`src/design/gtsd_pkg.sv`:
```
`default_nettype none
package gtsd_pkg;
    localparam int COORD_W = 24;
    localparam int DIST_W = 25;
    localparam int NUM_W = 4;
    localparam int CNT_W = 5;
    localparam int SUM_W = 51;
    localparam int MAX_SENSORS_DEF = 16;
    localparam int MAX_OUT = 16;
    localparam logic OP_LOAD = 1'b0;
    localparam logic OP_QUERY = 1'b1;
    localparam int ROOT_STEPS = 26;

    typedef struct packed {
        logic signed [COORD_W-1:0] z;
        logic signed [COORD_W-1:0] y;
        logic signed [COORD_W-1:0] x;
    } t_point;

    // One square root step carried between cells.
    typedef struct packed {
        logic            valid;
        logic            last;
        logic [NUM_W-1:0] num;
        logic [53:0]     rem;
        logic [DIST_W:0] root;
    } t_step;
endpackage
`default_nettype wire

```
`src/design/gtsd_sqrt_cell.sv`:
```
`default_nettype none
module gtsd_sqrt_cell #(
    parameter int STEP = 0
) (
    input  wire logic             i_clk,
    input  wire logic             i_rst_n,
    input  wire logic             i_en,
    input  wire gtsd_pkg::t_step  i_step,
    output gtsd_pkg::t_step       o_step
);
    import gtsd_pkg::*;

    // Restoring digit step: try (root<<2|1) against the remainder shifted down to the current bit pair.
    localparam int SH = 2 * (ROOT_STEPS - 1 - STEP);
    t_step r_step;
    t_step n_step;
    logic [53:0] w_trial;
    logic [53:0] w_top;

    always_comb begin
        n_step = i_step;
        w_top = i_step.rem >> SH;
        w_trial = {26'd0, i_step.root, 2'b01};
        if (w_top >= w_trial) begin
            n_step.rem = i_step.rem - (w_trial << SH);
            n_step.root = {i_step.root[DIST_W-1:0], 1'b1};
        end else begin
            n_step.root = {i_step.root[DIST_W-1:0], 1'b0};
        end
    end

    always_ff @(posedge i_clk) begin
        if (!i_rst_n) begin
            r_step.valid <= 1'b0;
        end else if (i_en) begin
            r_step <= n_step;
        end
    end

    assign o_step = r_step;
endmodule
`default_nettype wire
```
`config.mk`:
```
export PLATFORM = sky130hd
export DESIGN_NAME = gtsd_sqrt_cell
export DESIGN_NICKNAME = d
export VERILOG_FILES = /design/src/design/gtsd_pkg.sv /design/src/design/gtsd_sqrt_cell.sv
export SDC_FILE = /design/constraint.sdc
export NUM_CORES = 1
export LEC_CHECK = 0
export BUFFER_PORTS_ARGS = -buffer_cell sky130_fd_sc_hd__buf_4
export CELL_PAD_IN_SITES_DETAIL_PLACEMENT = 0
export CELL_PAD_IN_SITES_GLOBAL_PLACEMENT = 2
export CORE_MARGIN = 2
export CORE_UTILIZATION = 30
export DETAILED_ROUTE_END_ITERATION = 8
export HOLD_SLACK_MARGIN = 0.12
export PLACE_DENSITY_LB_ADDON = 0.05
export SLEW_MARGIN = 20
export SYNTH_ARGS = -nofsm -noshare
export SYNTH_HDL_FRONTEND = slang
export SYNTH_SLANG_ARGS = --single-unit
```
`constraint.sdc`:
```
create_clock -name i_clk -period 4 [get_ports i_clk]
set_input_delay 0.4 -clock i_clk [delete_from_list [all_inputs] [get_ports i_clk]]
set_output_delay 0.4 -clock i_clk [all_outputs]
set_load 0.1 [all_outputs]
```
==> key figures <==
Global routing
  – Global Route Usage Sum: 11.8%
  – GRT overflow: 0
  – First-pass GRT wire length: 8910 um
  – Initial antenna violation count: 0
  – Largest net degree at the start of global routing: 86
  – Vias in the first global route: 1,673

Clock tree
  – CTS Hold Bufs: 0
  – Setup Buffers After CTS: 0
  – Clock Pin Slew Worst Setup and Hold Paths: 0.09 ns
  – CTS resizes: 0
  – CTS tree: done
  – CTS sink cnt: 86
  – Num CTS Buffers: 9
  – Clock Path Buffers: 2
  – Root Driver: clkbuf_8
  – H-Tree Depth: 3
  – Clock latency on the worst-skew pair: 0.35 ns

Timing
  – Worst-margin pin slew: 0.481 ns
  – Clk_skew: 0 ns
  – Worst setup margin: 2.34 ns
  – Final Hold Fails: 0
  – Fmax: 0.603 GHz
  – Min Tclk post-route: 1.66 ns
  – Post-route clock period utilization: 41.4%
  – Setup_tns: 0 ns
  – Worst slew margin: 67.9%
  – RSZ-0062 raised after global routing: no
  – # setup viols final: 0
  – Final Max Tran Viols: 0

Flow run
  – Max Cap Viol: 0

Drt
  – DR DRC count: 0
  – Vias: 1,765
  – Drt first pass iters: 4
  – Starting DRC count in detailed routing: 34
  – WL/cell: 14.8 um
  – Post-route ant nets: 0
  – DRT Wirelength: 6470 um
  – Vias per cell: 4.03

Worst hold path
  – Worst Hold Class: input port to flop

Synthesis
  – Post-synthesis cell count: 118
  – Synth Area in Simple Gates: 4.06%
  – Largest family of logic cells by synthesized area: simple AND/OR/NAND/NOR gates
  – Most common cell in the netlist: edfxtp_1
  – Synth area leader: edfxtp_1
  – Unique masters post-synth: 20
  – Top post-synthesis cells by count: 85 x edfxtp_1, 4 x ha_1, 4 x inv_1, 4 x nor4_2, 3 x xnor2_1
  – Cell area after synthesis: 2870 um^2
  – Post-synth top flop: edfxtp_1
  – Synth Net Count: 211
  – Mean area per synthesized cell: 24.3 um^2
  – Sequential area share after synthesis: 89.7%
  – Asr flop ratio synth: 0%
  – Compound-cell area share of the yosys netlist: 1.27%
  – Synth warnings: 0
  – Adder-cell share of the synthesized area: 1.75%
  – Post-synthesis register bit count: 86
  – Share of the synthesized area in the top cell type: 89.0%
  – Proportion of synthesized area in mux cells: 1.75%
  – Top cells by area, synth: edfxtp_1 89%, ha_1 1.7%, nor4_2 1.7%
  – Xor/xnor share of the synthesized area: 0.917%
  – Number of flops mapped to enable cells by yosys: 85

Outcome
  – Status: finished clean

Setup path
  – Worst Path Required: 4.10 ns
  – Worst reg2reg setup slack: 3.41 ns
  – Data arrival time of the critical path: 1.76 ns
  – Crit-path max FO: 4
  – CP Capture Type: flop
  – Crit path launch type: input port
  – Crit path kind: input port to flop

Floorplanning
  – # rows: 35
  – Die Y: 102 um
  – Initial Utilization: 31.0%
  – Die area: 10,400 um^2
  – Num ports: 175
  – Die W: 102 um
  – Core area: 9240 um^2

Power
  – VDD IR-drop max: 0.000207 V
  – PwrDens: 526 nW/um^2
  – Leak: 1.88 nW

Placed design
  – Post-DP HPWL: 4680 um
  – Gpl congestion: 0.693
  – Pre-CTS WS: 1.93 ns
  – Port Buffers: 174
  – Placed Cells incl. Taps: 421

Final layout
  – Area grow syn2layout: 60.5%
  – Final nets: 397
  – Max reg flops: 86
  – Proportion of layout cells with a drive suffix above 1: 64.1%
  – Finished Layout Cells: 438
  – Fillcell total: 800
  – Ant. Diodes: 0
## worst max-delay path, cell delays in order
cell,delay (ns)
buf_4,0.12
nor4_2,0.32
nand4_1,0.24
nor3_4,0.35
mux2_4,0.33
## metrics by stage
step	utilization (%)	total power, mW	instance area (um^2)	hold slack (ns)
global placement	46.9	1.72	4340	0.507
global route	49.8	2.50	4600	0.194
finish	49.8	2.42	4600	0.219
floorplan	-	1.55	2870	0.499
CTS	49.5	2.44	4570	0.204
detailed placement	46.9	1.72	4340	0.520
## report_power, final
group	internal [mW]	switching [mW]	total (mW)
registers	1.06	0.0147	1.07
clock network	0.418	0.307	0.725
logic	0.139	0.488	0.627
## cells by family after synthesis
family / count (synthesis)
DFF: 86
and+or+nand+nor: 14
buffers and inverters: 4
muxes: 4
adders and majority gates: 4
AOI/OAI and AO/OA: 3
xor gates and xnor gates: 3
## path summary, 6_finish.rpt
| kind | cells after the start | endpoint | start |
|---|---|---|---|
| setup / recovery | 5 | o_step[78]$_DFFE_PP_ | i_step[20] |
| hold / removal | 1 | o_step[28]$_DFFE_PP_ | i_step[28] |
| setup reg to reg | 2 | o_step[85]$_SDFFE_PN0P_ | o_step[85]$_SDFFE_PN0P_ |
| hold reg to reg | 2 | o_step[85]$_SDFFE_PN0P_ | o_step[85]$_SDFFE_PN0P_ |
## layer usage
layer	global-route usage [%]	part of all wire [%]
met2	19.6	50
met3	5.80	11
met1	13.3	38
met5	0	0
met4	4.05	1.1
## layout by cell type (no fill, tap or decap)
cell type,count
buf_4,174
inv_6,1
clkbuf_1,2
nand4_1,1
a31oi_4,1
and2_4,1
dfxtp_1,1
ha_1,4
nand2b_1,1
nor4_1,2
mux2i_1,2
inv_1,4
buf_16,1
xnor2_1,3
mux2_4,2
nor2b_1,1
bufinv_16,3
clkbuf_8,9
a21o_1,1
clkinvlp_4,1
o21a_1,1
nor3_1,1
nor4_2,4
edfxtp_1,85
nand2_1,1
nor3_4,1
nor2_1,1
## layout make-up
type	instances	area [um^2]	area share (%)
clock buffers	11	131	2.85
well taps	129	161	3.51
clock inverters	5	106	2.31
flip-flops and latches	86	2570	55.9
inverters	4	15.0	0.326
repair buffers	175	1330	29.0
multi-input cells	28	282	6.12
No activity file was read; power rests on OpenSTA's default activity.
